File: src/rtl/bcg_pkg.sv
package bcg_pkg;

    // Command codes carried in the command field of an input item.
    localparam logic CMD_SAMPLE     = 1'b0;
    localparam logic CMD_DISCONNECT = 1'b1;

    // Charger modes; codes above MODE_OTHER behave like MODE_OTHER.
    localparam logic [2:0] MODE_CHARGE      = 3'd0;
    localparam logic [2:0] MODE_CHARGE_FULL = 3'd1;
    localparam logic [2:0] MODE_IDLE        = 3'd2;
    localparam logic [2:0] MODE_IDLE0       = 3'd3;
    localparam logic [2:0] MODE_OTHER       = 3'd4;

    // Configuration register indexes.
    localparam int unsigned CFG_IDX_W = 3;
    localparam logic [CFG_IDX_W-1:0] CFG_CHARGE_TEMP_MIN = 3'd0;
    localparam logic [CFG_IDX_W-1:0] CFG_CHARGE_TEMP_MAX = 3'd1;
    localparam logic [CFG_IDX_W-1:0] CFG_START_TEMP_MIN  = 3'd2;
    localparam logic [CFG_IDX_W-1:0] CFG_START_TEMP_MAX  = 3'd3;
    localparam logic [CFG_IDX_W-1:0] CFG_OVER_VOLTAGE    = 3'd4;
    localparam logic [CFG_IDX_W-1:0] CFG_UNDER_VOLTAGE   = 3'd5;
    localparam logic [CFG_IDX_W-1:0] CFG_LOW_V_TIMEOUT   = 3'd6;
    localparam int unsigned CFG_DATA_W = 48;

    // Configuration reset values.
    localparam logic [7:0]  RST_CHARGE_TEMP_MIN = 8'd0;
    localparam logic [7:0]  RST_CHARGE_TEMP_MAX = 8'd60;
    localparam logic [7:0]  RST_START_TEMP_MIN  = 8'd0;
    localparam logic [7:0]  RST_START_TEMP_MAX  = 8'd45;
    localparam logic [15:0] RST_OVER_VOLTAGE    = 16'd9000;
    localparam logic [15:0] RST_UNDER_VOLTAGE   = 16'd5888;
    localparam logic [47:0] RST_LOW_V_TIMEOUT   = 48'd7200000000;

    // Temperature conversion: Celsius = (dK - 2731) / 10, toward zero.
    localparam logic [16:0] KELVIN_OFFSET_DK = 17'd2731;
    // x / 10 == (x * 0xCCCD) >> 19 for every x below 2^18.
    localparam logic [31:0] DIV10_MUL   = 32'h0000_CCCD;
    localparam int unsigned DIV10_SHIFT = 19;
    // x / 5 == (x * 0xCCCD) >> 18 for every x below 2^18.
    localparam logic [33:0] DIV5_MUL    = 34'h0_0000_CCCD;
    localparam int unsigned DIV5_SHIFT  = 18;

    typedef struct packed {
        logic        command;
        logic [15:0] temperature_dk;
        logic [15:0] voltage_mv;
        logic [2:0]  charger_mode;
        logic [15:0] capacity_mah;
        logic [15:0] request_voltage_mv;
        logic [15:0] request_current_ma;
        logic [47:0] now_us;
    } t_in_item;

    typedef struct packed {
        logic [15:0] desired_voltage_mv;
        logic [15:0] desired_current_ma;
        logic        force_bad_voltage;
        logic        clear_want_charge;
        logic        error_latched;
        logic        charge_stopped;
    } t_out_item;

    typedef struct packed {
        logic [7:0]  charge_temp_min_c;
        logic [7:0]  charge_temp_max_c;
        logic [7:0]  start_temp_min_c;
        logic [7:0]  start_temp_max_c;
        logic [15:0] over_voltage_mv;
        logic [15:0] under_voltage_mv;
        logic [47:0] low_voltage_timeout_us;
    } t_cfg;

    // An item after temperature and current conversion.
    typedef struct packed {
        logic               command;
        logic signed [15:0] temp_c;
        logic [15:0]        voltage_mv;
        logic [2:0]         charger_mode;
        logic [15:0]        request_voltage_mv;
        logic [15:0]        request_current_ma;
        logic [15:0]        scaled_current_ma;
        logic [47:0]        now_us;
    } t_conv_item;

endpackage

File: src/rtl/battery_charge_guard_top.sv
// Battery charge guard. Each transfer on the input channel carries one battery
// sample (or a disconnect event), and each sample yields one transfer on the
// output channel with the charge voltage and current after the temperature and
// voltage guards have had their say; a disconnect event clears the error and
// stop flags and yields no output transfer. The block takes one input transfer
// in every clock cycle when the output side keeps up. An item passes three
// registers: the input register, the conversion register (temperature in
// Celsius and the scaled charge current, each from one constant multiplier)
// and the output register, from which the result is offered. The guard flags
// and the low-voltage start time live beside the last stage and are updated
// as each item leaves the conversion register, so consecutive items see each
// other's effect without any bubble. The user must write configuration
// registers through the plain write port only while the block holds no item,
// which the block does not enforce; writes beyond the last index are ignored.
module battery_charge_guard_top
    import bcg_pkg::*;
(
    input  logic                  i_clk,
    input  logic                  i_rst_n,

    input  logic                  i_in_valid,
    output logic                  o_in_ready,
    input  t_in_item              i_in_item,

    output logic                  o_out_valid,
    input  logic                  i_out_ready,
    output t_out_item             o_out_item,

    input  logic                  i_cfg_wr_en,
    input  logic [CFG_IDX_W-1:0]  i_cfg_index,
    input  logic [CFG_DATA_W-1:0] i_cfg_wdata
);

    t_cfg       r_cfg;
    logic       r_in_valid;
    t_in_item   r_in_item;
    logic       r_cv_valid;
    t_conv_item r_cv_item;
    logic       r_out_valid;
    t_out_item  r_out_item;

    t_conv_item conv_item;
    t_out_item  guard_result;

    logic out_free;
    logic cv_fire;
    logic cv_free;
    logic in_fire;
    logic in_free;
    logic cv_has_result;

    // Handshake chain, from the output backwards. A disconnect event leaves
    // the conversion register without waiting for room at the output.
    always_comb begin
        out_free      = !r_out_valid || i_out_ready;
        cv_has_result = r_cv_item.command == CMD_SAMPLE;
        cv_fire       = r_cv_valid && (!cv_has_result || out_free);
        cv_free       = !r_cv_valid || cv_fire;
        in_fire       = r_in_valid && cv_free;
        in_free       = !r_in_valid || cv_free;
    end

    assign o_in_ready  = in_free;
    assign o_out_valid = r_out_valid;
    assign o_out_item  = r_out_item;

    bcg_convert u_convert (
        .i_item (r_in_item),
        .o_item (conv_item)
    );

    bcg_guard u_guard (
        .i_clk    (i_clk),
        .i_rst_n  (i_rst_n),
        .i_fire   (cv_fire),
        .i_item   (r_cv_item),
        .i_cfg    (r_cfg),
        .o_result (guard_result)
    );

    // Configuration registers.
    always_ff @(posedge i_clk) begin
        if (!i_rst_n) begin
            r_cfg.charge_temp_min_c      <= RST_CHARGE_TEMP_MIN;
            r_cfg.charge_temp_max_c      <= RST_CHARGE_TEMP_MAX;
            r_cfg.start_temp_min_c       <= RST_START_TEMP_MIN;
            r_cfg.start_temp_max_c       <= RST_START_TEMP_MAX;
            r_cfg.over_voltage_mv        <= RST_OVER_VOLTAGE;
            r_cfg.under_voltage_mv       <= RST_UNDER_VOLTAGE;
            r_cfg.low_voltage_timeout_us <= RST_LOW_V_TIMEOUT;
        end else if (i_cfg_wr_en) begin
            unique case (i_cfg_index)
                CFG_CHARGE_TEMP_MIN: r_cfg.charge_temp_min_c      <= i_cfg_wdata[7:0];
                CFG_CHARGE_TEMP_MAX: r_cfg.charge_temp_max_c      <= i_cfg_wdata[7:0];
                CFG_START_TEMP_MIN:  r_cfg.start_temp_min_c       <= i_cfg_wdata[7:0];
                CFG_START_TEMP_MAX:  r_cfg.start_temp_max_c       <= i_cfg_wdata[7:0];
                CFG_OVER_VOLTAGE:    r_cfg.over_voltage_mv        <= i_cfg_wdata[15:0];
                CFG_UNDER_VOLTAGE:   r_cfg.under_voltage_mv       <= i_cfg_wdata[15:0];
                CFG_LOW_V_TIMEOUT:   r_cfg.low_voltage_timeout_us <= i_cfg_wdata[47:0];
                default: begin
                end
            endcase
        end
    end

    // Stage valid flags.
    always_ff @(posedge i_clk) begin
        if (!i_rst_n) begin
            r_in_valid  <= 1'b0;
            r_cv_valid  <= 1'b0;
            r_out_valid <= 1'b0;
        end else begin
            if (in_free) begin
                r_in_valid <= i_in_valid;
            end
            if (cv_free) begin
                r_cv_valid <= in_fire;
            end
            if (out_free) begin
                r_out_valid <= cv_fire && cv_has_result;
            end
        end
    end

    // Stage payloads.
    always_ff @(posedge i_clk) begin
        if (in_free && i_in_valid) begin
            r_in_item <= i_in_item;
        end
        if (in_fire) begin
            r_cv_item <= conv_item;
        end
        if (cv_fire && cv_has_result) begin
            r_out_item <= guard_result;
        end
    end

endmodule

File: src/rtl/bcg_convert.sv
module bcg_convert
    import bcg_pkg::*;
(
    input  t_in_item   i_item,
    output t_conv_item o_item
);

    logic [16:0]        diff_dk;
    logic [16:0]        neg_diff_dk;
    logic               below_zero;
    logic [15:0]        mag_dk;
    logic [31:0]        prod_temp;
    logic signed [15:0] quot_c;
    logic [17:0]        cap_x3;
    logic [33:0]        prod_cur;

    always_comb begin
        // Work on the magnitude so that the quotient truncates toward zero.
        diff_dk     = {1'b0, i_item.temperature_dk} - KELVIN_OFFSET_DK;
        neg_diff_dk = ~diff_dk + 17'd1;
        below_zero  = diff_dk[16];
        mag_dk      = below_zero ? neg_diff_dk[15:0] : diff_dk[15:0];
        prod_temp   = {16'd0, mag_dk} * DIV10_MUL;
        quot_c      = $signed({3'd0, prod_temp[DIV10_SHIFT+12:DIV10_SHIFT]});

        // Capacity * 6 / 10 is worked out as (capacity * 3) / 5.
        cap_x3   = {1'b0, i_item.capacity_mah, 1'b0} + {2'd0, i_item.capacity_mah};
        prod_cur = {16'd0, cap_x3} * DIV5_MUL;

        o_item.command            = i_item.command;
        o_item.temp_c             = below_zero ? -quot_c : quot_c;
        o_item.voltage_mv         = i_item.voltage_mv;
        o_item.charger_mode       = i_item.charger_mode;
        o_item.request_voltage_mv = i_item.request_voltage_mv;
        o_item.request_current_ma = i_item.request_current_ma;
        o_item.scaled_current_ma  = prod_cur[DIV5_SHIFT+15:DIV5_SHIFT];
        o_item.now_us             = i_item.now_us;
    end

endmodule

File: src/rtl/bcg_guard.sv
module bcg_guard
    import bcg_pkg::*;
(
    input  logic       i_clk,
    input  logic       i_rst_n,
    input  logic       i_fire,
    input  t_conv_item i_item,
    input  t_cfg       i_cfg,
    output t_out_item  o_result
);

    logic        r_error;
    logic        n_error;
    logic        r_stop;
    logic        n_stop;
    logic [47:0] r_lv_start;
    logic [47:0] n_lv_start;

    logic               charging;
    logic               idle;
    logic signed [15:0] chg_min;
    logic signed [15:0] chg_max;
    logic signed [15:0] st_min;
    logic signed [15:0] st_max;
    logic               chg_out_of_window;
    logic               st_out_of_window;
    logic [47:0]        elapsed_us;

    always_comb begin
        charging = (i_item.charger_mode == MODE_CHARGE)
                || (i_item.charger_mode == MODE_CHARGE_FULL);
        idle     = (i_item.charger_mode == MODE_IDLE)
                || (i_item.charger_mode == MODE_IDLE0);

        chg_min = $signed({{8{i_cfg.charge_temp_min_c[7]}}, i_cfg.charge_temp_min_c});
        chg_max = $signed({{8{i_cfg.charge_temp_max_c[7]}}, i_cfg.charge_temp_max_c});
        st_min  = $signed({{8{i_cfg.start_temp_min_c[7]}}, i_cfg.start_temp_min_c});
        st_max  = $signed({{8{i_cfg.start_temp_max_c[7]}}, i_cfg.start_temp_max_c});

        chg_out_of_window = (i_item.temp_c < chg_min) || (i_item.temp_c >= chg_max);
        st_out_of_window  = (i_item.temp_c < st_min) || (i_item.temp_c >= st_max);

        // The timer difference wraps with the 48-bit timestamp.
        elapsed_us = i_item.now_us - r_lv_start;

        n_error    = r_error;
        n_stop     = r_stop;
        n_lv_start = r_lv_start;

        if (i_item.command == CMD_DISCONNECT) begin
            n_error = 1'b0;
            n_stop  = 1'b0;
        end else begin
            if (charging) begin
                n_stop = r_stop | chg_out_of_window;
            end else begin
                n_stop = st_out_of_window;
            end

            if (!r_error) begin
                if (charging) begin
                    priority if (i_item.voltage_mv > i_cfg.over_voltage_mv) begin
                        n_error = 1'b1;
                    end else if (i_item.voltage_mv < i_cfg.under_voltage_mv) begin
                        n_error = elapsed_us > i_cfg.low_voltage_timeout_us;
                    end else begin
                        n_lv_start = i_item.now_us;
                    end
                end else if (idle) begin
                    n_lv_start = i_item.now_us;
                end
            end
        end

        o_result.error_latched  = n_error;
        o_result.charge_stopped = n_stop;
        priority if (n_error) begin
            o_result.desired_voltage_mv = 16'd0;
            o_result.desired_current_ma = 16'd0;
            o_result.force_bad_voltage  = 1'b1;
            o_result.clear_want_charge  = 1'b0;
        end else if (n_stop) begin
            o_result.desired_voltage_mv = 16'd0;
            o_result.desired_current_ma = 16'd0;
            o_result.force_bad_voltage  = 1'b0;
            o_result.clear_want_charge  = 1'b1;
        end else begin
            o_result.desired_voltage_mv = i_item.request_voltage_mv;
            o_result.desired_current_ma = (i_item.charger_mode == MODE_CHARGE)
                                        ? i_item.scaled_current_ma
                                        : i_item.request_current_ma;
            o_result.force_bad_voltage  = 1'b0;
            o_result.clear_want_charge  = 1'b0;
        end
    end

    always_ff @(posedge i_clk) begin
        if (!i_rst_n) begin
            r_error    <= 1'b0;
            r_stop     <= 1'b0;
            r_lv_start <= 48'd0;
        end else if (i_fire) begin
            r_error    <= n_error;
            r_stop     <= n_stop;
            r_lv_start <= n_lv_start;
        end
    end

endmodule

File: config.mk
export PLATFORM = sky130hd
export DESIGN_NAME = battery_charge_guard_top
export DESIGN_NICKNAME = d
export VERILOG_FILES = /design/src/rtl/bcg_pkg.sv /design/src/rtl/battery_charge_guard_top.sv /design/src/rtl/bcg_convert.sv /design/src/rtl/bcg_guard.sv
export SDC_FILE = /design/constraint.sdc
export NUM_CORES = 1
export LEC_CHECK = 0
export ABC_CLOCK_PERIOD_IN_PS = 12000
export BUFFER_PORTS_ARGS = -buffer_cell sky130_fd_sc_hd__buf_2
export CAP_MARGIN = 20
export CORE_MARGIN = 3
export CORE_UTILIZATION = 56
export DETAILED_ROUTE_END_ITERATION = 10
export GPL_TIMING_DRIVEN = 0
export HOLD_SLACK_MARGIN = 0.06
export PLACE_DENSITY_LB_ADDON = 0.15
export SYNTH_ARGS = -nofsm -noshare
export SYNTH_HDL_FRONTEND = slang
export SYNTH_HIERARCHICAL = 1
export SYNTH_SLANG_ARGS = --single-unit
export TNS_END_PERCENT = 10
File: constraint.sdc
create_clock -name i_clk -period 12 [get_ports i_clk]
set_input_delay 1.8 -clock i_clk [delete_from_list [all_inputs] [get_ports i_clk]]
set_output_delay 1.8 -clock i_clk [all_outputs]
set_load 0.02 [all_outputs]
### Word-level counts from Yosys, hierarchy flattened

Index checks and enable logic that the tools add are counted.

* flip-flop bits (word level): 465
* input bits: 188
* output and inout bits: 38
* logic and storage cells: 107

* reductions and logical operators: 27
* magnitude comparators: 7
* multiplexer cells: 15
* equal/unequal tests: 11
* $mul: 2
* bitwise operators: 4
* $add $sub $neg: 5

Operators with widths (count)
* two-way mux 48 bit: 4
* greater-than comparator 48 bit: 1
* subtractor 48 bit: 1
* multiplier 18 x 16 -> 34 bit (second input constant): 1
* >= comparator 16 x 8 -> 1 bit: 2
* less-than comparator 16 x 8 -> 1 bit: 2
* multiplier 16 x 16 -> 32 bit (second input constant): 1
* two-way mux 16 bit: 2
* adder 17 x 16 -> 18 bit: 1
* subtractor 16 x 12 -> 17 bit (second input constant): 1
* adder 16 x 1 -> 16 bit (second input constant): 1
* greater-than comparator 16 bit: 1
* less-than comparator 16 bit: 1
* negator 13 -> 16 bit: 1
* inverter 16 bit: 1
* AND reduction 2 bit: 7
* two-way mux 13 bit: 1
* == test 3 x 2 -> 1 bit (second input constant): 4
* == test 3 bit (second input constant): 3
* logical OR 1 bit: 8
* two-way mux 1 bit: 8
* == test 3 x 1 -> 1 bit (second input constant): 2
* logical NOT 3 bit: 2
* AND reduction 6 bit: 1
* 7 further kinds: 14

### Logic depth before layout (Yosys ltp)

Gate-level depths: netlist (run 1).

* word-level depth: 8
* mapped depth: 35
* depth with buffers taken out: 35

### Cells and area by module

The synthesis (run 1) kept the hierarchy.

Modules (own cells, without submodules)
* battery_charge_guard_top: cells an instance 754, area an instance 13564.3 um2, sequential area each 11310.8 um2, instances 1
* bcg_convert: cells an instance 1321, area an instance 11942.7 um2, sequential area each 0.0 um2, instances 1
* bcg_guard: cells an instance 1139, area an instance 8767.2 um2, sequential area each 1001.0 um2, instances 1

### Least setup slack after synthesis (run 1)

Ideal clock, no wire load.

* kind: in2reg
* from: input i_out_ready
* to: register r_in_item[0] in the netlist's numbering (enable)
* stages: 2
* arrival: 11.415 ns
* required time: 11.173 ns
* setup time: 0.827 ns
* slack: -0.242 ns
* path buffers: 0
* cells stage by stage: nor4bb_1 -> a21boi_0

* cells in the longest elaborated chain, start to end: 6

RTL lines
* from (decl): line battery_charge_guard_top.sv:26 `input logic i_out_ready,`
* logical OR 1 bit: line battery_charge_guard_top.sv:55 `out_free = !r_out_valid || i_out_ready;`
* logical OR 1 bit: line battery_charge_guard_top.sv:57 `cv_fire = r_cv_valid && (!cv_has_result || out_free);`
* logical AND 1 bit: line battery_charge_guard_top.sv:57
* logical OR 1 bit: line battery_charge_guard_top.sv:58 `cv_free = !r_cv_valid || cv_fire;`
* logical OR 1 bit: line battery_charge_guard_top.sv:60 `in_free = !r_in_valid || cv_free;`
* logical AND 1 bit: line battery_charge_guard_top.sv:127 `if (in_free && i_in_valid) begin`
* to (signal assigned): line battery_charge_guard_top.sv:128 `r_in_item <= i_in_item;`
* to (decl): line battery_charge_guard_top.sv:36 `t_in_item r_in_item;`

Every way passes these cells.
A chain may end at the register's enable or synchronous reset.

==> results of run 1 <==
tightest hold or removal path, delay by kind of cell, from the launching register on:
kind | cells | cell delay [ns]
flip-flops | 1 | 0.31
multiplexers | 1 | 0.05
AND/OR/NAND/NOR | 1 | 0.05
synthesized netlist by cell type, types with 11 or more instances:
library cell    n  area, um2
nor2_1         91      341.6
a21oi_1       151      755.7
edfxtp_1      300       9009
buf_2          11      55.05
nand4_1        37      231.5
o31ai_1        11      82.58
o21ai_0        52      260.3
nand2_1       237      889.6
dfxtp_1       165       3303
fa_1          171       3423
o21bai_1       21      157.7
inv_1         453       1700
nor3_1         26      130.1
nand3_1        38      190.2
a31oi_1        16      100.1
mux2i_1       168       1682
o21a_1         21      157.7
ha_1          478       5981
nand2b_1       13      81.33
a211oi_1       19      142.6
a21o_1        100      750.7
and2_1         12      75.07
xnor2_1        86      753.2
and3_1         29      181.4
nor2b_1       125      782.0
xor2_1         51      446.7
buf_4         112      840.8
clkbuf_1       41      153.9
area by class of cell:
class	count	area, um2	area share, %
multi-input cells	2119	19110	49.82
well taps	782	978.4	2.551
flip-flops and latches	465	12310	32.09
clock inverters	27	275.3	0.7176
diodes	3	7.507	0.01957
inverters	453	1700	4.433
plain buffers	177	1176	3.066
repair buffers	237	1351	3.523
clock buffers	71	1448	3.774
cells in the final DEF, fill, tap and decap left out, types with 53 or more instances in the layout:
cell / Yosys / final
xnor2_1: 86 / 86
a21o_1: 100 / 100
mux2i_1: 168 / 168
buf_2: 11 / 237
nand2_1: 237 / 237
dfxtp_1: 165 / 165
ha_1: 478 / 478
inv_1: 453 / 453
edfxtp_1: 300 / 300
nor2_1: 91 / 91
nor2b_1: 125 / 123
buf_4: 112 / 112
a21oi_1: 151 / 151
fa_1: 171 / 171
clkbuf_1: 41 / 53
clkbuf_16: 0 / 53
state kept, by name, summed over array words and instances, names as in the netlist:
| name | count |
|---|---|
| r_cfg | 112 |
| o_out_item | 36 |
| u_guard/r_error | 1 |
| o_out_valid | 1 |
| r_in_valid | 1 |
| r_cv_item | 132 |
| u_guard/r_lv_start | 48 |
| r_cv_valid | 1 |
| r_in_item | 132 |
| u_guard/r_stop | 1 |
cells by family after synthesis:
kind of cell / count (synthesis) / synth area share [%]
and+or+nand+nor: 678 / 10.17
adders and majority gates: 649 / 27.44
buffers and inverters: 630 / 8.393
AOI/OAI and AO/OA: 485 / 9.594
DFF: 465 / 35.92
muxes: 169 / 4.939
xor gates and xnor gates: 138 / 3.548
metal layers:
layer	up-vias	wire length, um	GRT usage [%]
met2	506	39810	44.57
met5	-	24	0
met3	118	3431	3.205
li1	11580	-	-
met4	4	2318	7.810
met1	11260	34780	31.91
final timing paths:
| kind | startpoint | to | depth (start not counted) |
|---|---|---|---|
| max reg2reg | r_in_item[115]$_DFFE_PP_ | r_cv_item[126]$_DFFE_PP_ | 31 |
| min reg2reg | r_cfg[34]$_SDFFE_PN0P_ | r_cfg[34]$_SDFFE_PN0P_ | 2 |
| max | r_in_item[115]$_DFFE_PP_ | r_cv_item[126]$_DFFE_PP_ | 31 |
| min | r_cfg[34]$_SDFFE_PN0P_ | r_cfg[34]$_SDFFE_PN0P_ | 2 |
stage by stage:
stage               area [um2]  setup slack, ns  instances  TNS (ns)
floorplan                34270            3.247       3214         0
global placement         36380          -0.2771       4221    -33.68
detailed placement       36630            2.507       4232         0
CTS                      38350            2.509       4330         0
global route             38360            1.897       4333         0
finish                   38360            2.438       4334         0
==> impl_metrics.yaml, run 1 <==
global_routing:
  grt_overflow: 0
  track_usage_pct: 25.09
  grt_pass1_wl_um: 126900
  grt_max_degree: 35
  first_global_vias: 24320
  antenna_found_initial: 7
critical_path:
  cp.arrival_ns: 9.94
  cp_num_buf_inv: 6
  cp-end-kind: "flip-flop"
  crit_top_cell: "fa_1"
  max_stage_delay_ns: 0.58
  cpLargestDelayFamily: "adder cells"
  critPathLaunchType: "flip-flop"
  reg2reg_slack_ns: 2.44
  crit_slowest_cell: "xnor2_1"
  critPathKind: "flip-flop to flip-flop"
  worst_ep_required_time_ns: 12.37
  path_max_fanout: 10
die:
  start_util_pct: 56.68
  die_y_um: 253.4
  placementRows: 90
  io_pins: 226
  dieArea_um2: 64210
  core_um2: 60470
  fp.dieW_um: 253.4
finish:
  nets: 4342
  utilization_pct: 63.44
  syn2layout_area_growth_pct: 11.92
  drive_above_1_share_pct: 14.23
  n_fill_cell: 4928
clocking:
  ctsHoldBuffers: 0
  cts_max_level: 2
  cts_root_buf: "clkbuf_16"
  cts_resized: 0
  post_cts_buffers: 0
  cts_tree: "done"
  clk_pin_slew_worst_paths_ns: 0.06
  cts_buffer_depth: 3
  clock_latency_ns: 0.63
  cts_buffers: 52
  cts_sinks: 465
yosys:
  yosysUniqueCellTypes: 94
  synth_sequential_area_ratio_pct: 35.92
  netlist_area_um2: 34270
  avgSynthCellArea_um2: 10.66
  syn_inst: 3214
  yosys_register_bits: 465
  ys.flop_type: "edfxtp_1"
  synth_edf_count: 300
  synth-async-reset-ratio_pct: 0
  yosys_warnings: 6
  synth_nets: 4051
sta:
  hold_viol: 0
  worst-slew-pin-transition_ns: 0.8739
  fin_skew_ns: 0.03390
  fin_crit_ns: 9.562
  holdWs_ns: 0.4587
  fin_crit_sh_pct: 79.68
  clock.fmax_mhz: 104.6
  max_slew_margin_pct: 40.23
  grt_setup_unrepaired: "no"
  setup-violations-final: 0
  slew_viol_final: 0
detailed_routing:
  drt_iter0_drc: 1067
  ant_nets: 0
  wire_per_inst_um: 18.54
  routed_via_density: 5.416
  drc: 0
  finalWirelength_um: 80370
  first_pass_iters: 6
  vias: 23470
outcome:
  status: "finished clean"
placement:
  port_buffers: 225
  gp_congestion: 0.9345
  dpl.hpwl_um: 65600
worst_hold_path:
  hold_path.class: "flip-flop to flip-flop"
job:
  cap_violations: 0
Power of run 1 is not shown: default switching activity piles up to over one toggle a cycle in this logic, so the estimate is an artifact.
==> inputs of run 2 (changes only) <==
--- a/config.mk
+++ b/config.mk
@@ -5,7 +5,7 @@
 export SDC_FILE = /design/constraint.sdc
 export NUM_CORES = 1
 export LEC_CHECK = 0
-export ABC_CLOCK_PERIOD_IN_PS = 12000
+export ABC_CLOCK_PERIOD_IN_PS = 8600
 export BUFFER_PORTS_ARGS = -buffer_cell sky130_fd_sc_hd__buf_2
 export CAP_MARGIN = 20
 export CORE_MARGIN = 3
==> constraint.sdc (replaced) <==
create_clock -name i_clk -period 8.6 [get_ports i_clk]
set_input_delay 1.29 -clock i_clk [delete_from_list [all_inputs] [get_ports i_clk]]
set_output_delay 1.29 -clock i_clk [all_outputs]
set_load 0.02 [all_outputs]
==> run 2 against run 1 <==
Flip-flop and latch count stayed put. Worst setup slack got worse by 2.2 ns. Global-route usage is essentially flat. Sequential share of layout area down 0.35 points. Maximum frequency up 15%. Critical endpoint is now r_cv_item[56]$_DFFE_PP_.
==> impl_metrics.yaml, run 2 (synthesized netlist as in run 1, its figures left out) <==
global_routing:
  antenna_found_initial: 7
  track_usage_pct: 25.10
  grtUsageMet2_pct: 44.54
  first_global_vias: 24350
  grt_max_degree: 35
  grt.busiest_layer: "met2"
  grt.met1_usage_pct: 31.88
  grt_overflow: 0
  use_met3_pct: 3.205
  grt_pass1_wl_um: 127000
worst_hold_path:
  hold_path.class: "flip-flop to flip-flop"
  min-delay-start: "r_cfg[34]$_SDFFE_PN0P_"
  hold_depth: 2
  holdPathEnd: "r_cfg[34]$_SDFFE_PN0P_"
placement:
  port_buffers: 225
  numPlacedInstances: 4232
  gp_congestion: 0.9345
  dpl-instance-area_um2: 36630
  dpl.hpwl_um: 65600
finish:
  nets: 4355
  final_cells: 4347
  mostFrequentLayoutCell: "ha_1"
  syn2layout_area_growth_pct: 13.16
  reg_top3: "r_cv_item (132), r_in_item (132), r_cfg (112)"
  mostFrequentLayoutCells: "ha_1, inv_1, edfxtp_1"
  design_area_um2: 38780
  drive_above_1_share_pct: 16.00
critical_path:
  rr_endpoint: "r_cv_item[56]$_DFFE_PP_"
  worst_ep_required_time_ns: 8.95
  reg2reg_slack_ns: 0.28
  critPathLaunchType: "flip-flop"
  crit_slowest_cell: "fa_1"
  max_stage_delay_ns: 0.55
  path_max_fanout: 4
  rr_worst_depth: 34
  crit_top_cell: "fa_1"
  r2r_start: "r_in_item[81]$_DFFE_PP_"
  critPathKind: "flip-flop to flip-flop"
  cp-end-kind: "flip-flop"
  cp.arrival_ns: 8.67
detailed_routing:
  drt_iter0_drc: 1106
  vias: 23600
  wire_per_inst_um: 18.65
  ant_nets: 0
  routed_via_density: 5.429
  drc: 0
  first_pass_iters: 6
  finalWirelength_um: 81050
sta:
  setup-violations-final: 0
  max_slew_margin_pct: 38.48
  fin_crit_ns: 8.316
  hold_viol: 0
  fin_skew_ns: 0.03431
  clock.fmax_mhz: 120.2
  worst-slew-pin-transition_ns: 0.8996
  fin_crit_sh_pct: 96.70
  slew_viol_final: 0
die:
  dieArea_um2: 64210
  fp.dieW_um: 253.4
  io_pins: 226
  placementRows: 90
  core_um2: 60470
  die_y_um: 253.4
  start_util_pct: 56.68
clocking:
  clk_pin_slew_worst_paths_ns: 0.06
  cts_max_level: 2
  cts_sinks: 465
  cts_buffers: 52
  cts_root_buf: "clkbuf_16"
  cts_buffer_depth: 3
  ctsHoldBuffers: 0
  clock_latency_ns: 0.63
  cts_tree: "done"
job:
  cap_violations: 0
outcome:
  status: "finished clean"
run 2: cell count changes in the layout (fill, tap and decap cells not counted), moves of 5 or more:
cell,before,now
xor2_2,1,7
buf_4,112,126
xnor2_2,0,8
xor2_1,51,44
ha_1,478,473
a21oi_1,151,145
xnor2_1,86,78
a21oi_2,2,8
nor2_1,91,85
run 2: worst max path at each step:
stage                        startpoint                  endpoint  slack, ns  depth (start not counted)
2_1_floorplan               i_out_ready    r_in_item[0]$_DFFE_PP_       0.36                          2
3_3_place_gp                i_out_ready   r_in_item[80]$_DFFE_PP_      -3.17                          3
3_5_place_dp   r_in_item[115]$_DFFE_PP_  r_cv_item[126]$_DFFE_PP_      -0.89                         31
4_1_cts        r_in_item[115]$_DFFE_PP_  r_cv_item[127]$_DFFE_PP_      -0.02                         32
5_1_grt         r_in_item[81]$_DFFE_PP_   r_cv_item[59]$_DFFE_PP_      -0.07                         34
6_report        r_in_item[81]$_DFFE_PP_   r_cv_item[56]$_DFFE_PP_       0.28                         34
run 2: per-stage QoR:
stage                     setup WS, ns  util [%]  hold slack (ns)  setup TNS, ns
after floorplan                 0.3574         -           0.4347              0
after global placement          -3.167     60.16           0.4436        -752.30
after detailed placement       -0.8926     60.57           0.4503         -14.54
after CTS                     -0.01909     63.59           0.4599       -0.03039
after global routing          -0.06917     64.13           0.4752        -0.4420
final                           0.2838     64.14           0.4587              0
run 2: worst max-delay path: cells and delay by family, from the launching register on:
kind,cells,cell delay (ns)
compound gates,13,2.59
fa+ha+maj,9,3.67
buf+inv,4,0.22
xor+xnor,1,0.10
simple gates,7,1.05
flops,1,0.43
run 2: per-layer routing:
layer  vias to the layer above  share of wire [%]
met5                         -              0.030
met4                         4                3.1
met3                       134                4.3
met2                       507                 50
met1                     11370                 43
li1                      11590                  -
run 2: area by class of cell:
cell class	count	area (um2)
Antenna cell	3	7.507
Buffer	176	1180
Clock buffer	71	1448
Clock inverter	27	275.3
Fill cell	4883	21690
Inverter	453	1700
Multi-Input combinational cell	2119	19430
Sequential cell	465	12310
Tap cell	782	978.4
Timing Repair Buffer	251	1456
run 2: repair_timing:
item / 4_1_cts / 5_1_grt
setup endpoints to repair: 26 / 26
setup buffers: 1 / 13
gates resized for setup: 22 / 44
pin swaps: 1 / 12
endpoints found under the hold margin: 0 / 0
Power of run 2 is left out for the same reason.
==> inputs of run 3 (changes only) <==
--- a/config.mk
+++ b/config.mk
@@ -13,7 +13,7 @@
 export DETAILED_ROUTE_END_ITERATION = 10
 export GPL_TIMING_DRIVEN = 0
 export HOLD_SLACK_MARGIN = 0.06
-export PLACE_DENSITY_LB_ADDON = 0.15
+export PLACE_DENSITY = 0.78
 export SYNTH_ARGS = -nofsm -noshare
 export SYNTH_HDL_FRONTEND = slang
 export SYNTH_HIERARCHICAL = 1
==> run 3 against run 2 <==
Count of clock-buffer cells in the layout decreased by 9. Worst hold slack about the same. Clock skew increased by 0.0081 ns. Sequential share of layout area decreased by 0.095 points. Global-route usage decreased by 0.55 points. Cell area increased by 0.30%. Maximum frequency increased by 0.26%. Critical path type unchanged. First-iteration DRC count increased by 22%. Critical endpoint is now r_cv_item[63]$_DFFE_PP_. Flip-flop and latch count unchanged. Highest routed layer unchanged. Critical path depth unchanged. Utilization increased by 0.19 points. Non-clock buffer count decreased by 4. Largest cell class unchanged.
==> impl_metrics.yaml, run 3 (synthesized netlist as in run 1, its figures left out) <==
outcome:
  status: "finished clean"
critical_path:
  cp_num_buf_inv: 3
  critPathLaunchType: "flip-flop"
  crit_slowest_cell: "fa_1"
  r2r_start: "r_in_item[80]$_DFFE_PP_"
  max_stage_delay_ns: 0.55
  path_max_fanout: 4
  cpLargestDelayFamily: "adder cells"
  cp-end-kind: "flip-flop"
  crit_path_start: "r_in_item[80]$_DFFE_PP_"
  cp.arrival_ns: 8.65
  worst_ep_required_time_ns: 8.96
  critPathKind: "flip-flop to flip-flop"
placement:
  port_buffers: 225
  dpl-instance-area_um2: 36660
  dpl.hpwl_um: 62350
  gp_congestion: 0.9414
sta:
  worst-slew-pin-transition_ns: 1.118
  fin_crit_sh_pct: 96.45
  hold_viol: 0
  fin_crit_ns: 8.295
  max_slew_margin_pct: 24.43
  clock.fmax_mhz: 120.6
  setup-violations-final: 0
  fin_skew_ns: 0.04245
  grt_setup_unrepaired: "yes"
  slew_viol_final: 0
detailed_routing:
  routed_via_density: 5.440
  vias: 23610
  finalWirelength_um: 78690
  first_pass_iters: 7
  ant_nets: 0
  drc: 0
  wire_per_inst_um: 18.13
  drt_iter0_drc: 1346
global_routing:
  grtUsageMet2_pct: 40.87
  grt.met1_usage_pct: 31.87
  grt_pass1_wl_um: 123700
  track_usage_pct: 24.55
  antenna_found_initial: 10
  use_met3_pct: 5.320
  grt.busiest_layer: "met2"
  grt_max_degree: 34
  grt_overflow: 0
  first_global_vias: 23690
die:
  placementRows: 90
  start_util_pct: 56.68
  io_pins: 226
  die_y_um: 253.4
  core_um2: 60470
  fp.dieW_um: 253.4
  dieArea_um2: 64210
clocking:
  cts_tree: "done"
  cts_buffer_depth: 3
  ctsHoldBuffers: 0
  cts_max_level: 2
  clk_pin_slew_worst_paths_ns: 0.06
  cts_buffers: 51
  cts_root_buf: "clkbuf_16"
  clock_latency_ns: 0.63
  cts_sinks: 465
finish:
  nets: 4350
  mostFrequentLayoutCells: "ha_1, inv_1, edfxtp_1"
  n_fill_cell: 4832
  syn2layout_area_growth_pct: 13.50
  drive_above_1_share_pct: 16.15
  design_area_um2: 38900
  reg_top3: "r_cv_item (132), r_in_item (132), r_cfg (112)"
  mostFrequentLayoutCell: "ha_1"
worst_hold_path:
  min-delay-start: "r_cfg[68]$_SDFFE_PN0P_"
  hold_path.class: "flip-flop to flip-flop"
job:
  cap_violations: 0
-- run 3: timing repair --
| item | 4_1_cts | 5_1_grt |
|---|---|---|
| setup buffers | 2 | 8 |
| pin swaps | 2 | 13 |
| gates resized for setup | 25 | 45 |
| endpoints found under the setup margin | 26 | 26 |
-- run 3: worst paths after layout --
| kind | to | slack (ns) | cells past startpoint |
|---|---|---|---|
| worst min-delay path | r_cfg[68]$_SDFFE_PN0P_ | 0.46 | 2 |
| worst max-delay path | r_cv_item[63]$_DFFE_PP_ | 0.31 | 34 |
| worst max register to register | r_cv_item[63]$_DFFE_PP_ | 0.31 | 34 |
| worst min register to register | r_cfg[68]$_SDFFE_PN0P_ | 0.46 | 2 |
-- run 3: per-stage QoR --
stage,setup TNS [ns],hold WS [ns],std cells,util [%],setup slack [ns]
2_1_floorplan,0,0.4347,3214,-,0.3574
5_1_grt,-0.1590,0.4719,4338,64.32,-0.04770
4_1_cts,0,0.4608,4329,63.82,0.01666
3_5_place_dp,-14.11,0.4484,4233,60.62,-0.9399
3_3_place_gp,-773.62,0.4432,4221,60.16,-3.284
6_report,0,0.4584,4340,64.33,0.3052
-- run 3: area by class of cell --
cell class	instances	area, um2	area share, %
Inverter	453	1700	4.371
Clock inverter	33	430.4	1.106
Sequential cell	465	12310	31.65
Tap cell	782	978.4	2.515
Clock buffer	62	1380	3.548
Multi-Input combinational cell	2119	19460	50.01
Antenna cell	3	7.507	0.01930
Timing Repair Buffer	247	1456	3.744
Buffer	176	1180	3.033
-- run 3: layer usage --
metal	up-vias	routed length [um]
met4	14	2496
met5	-	92
met2	617	37050
li1	11600	-
met3	154	5227
met1	11220	33820
-- run 3: worst min-delay path: stages (launching register included) --
cell	delay, ns
dfxtp_1	0.31
nand2_1	0.05
mux2i_1	0.05
Power of run 3 is left out for the same reason.
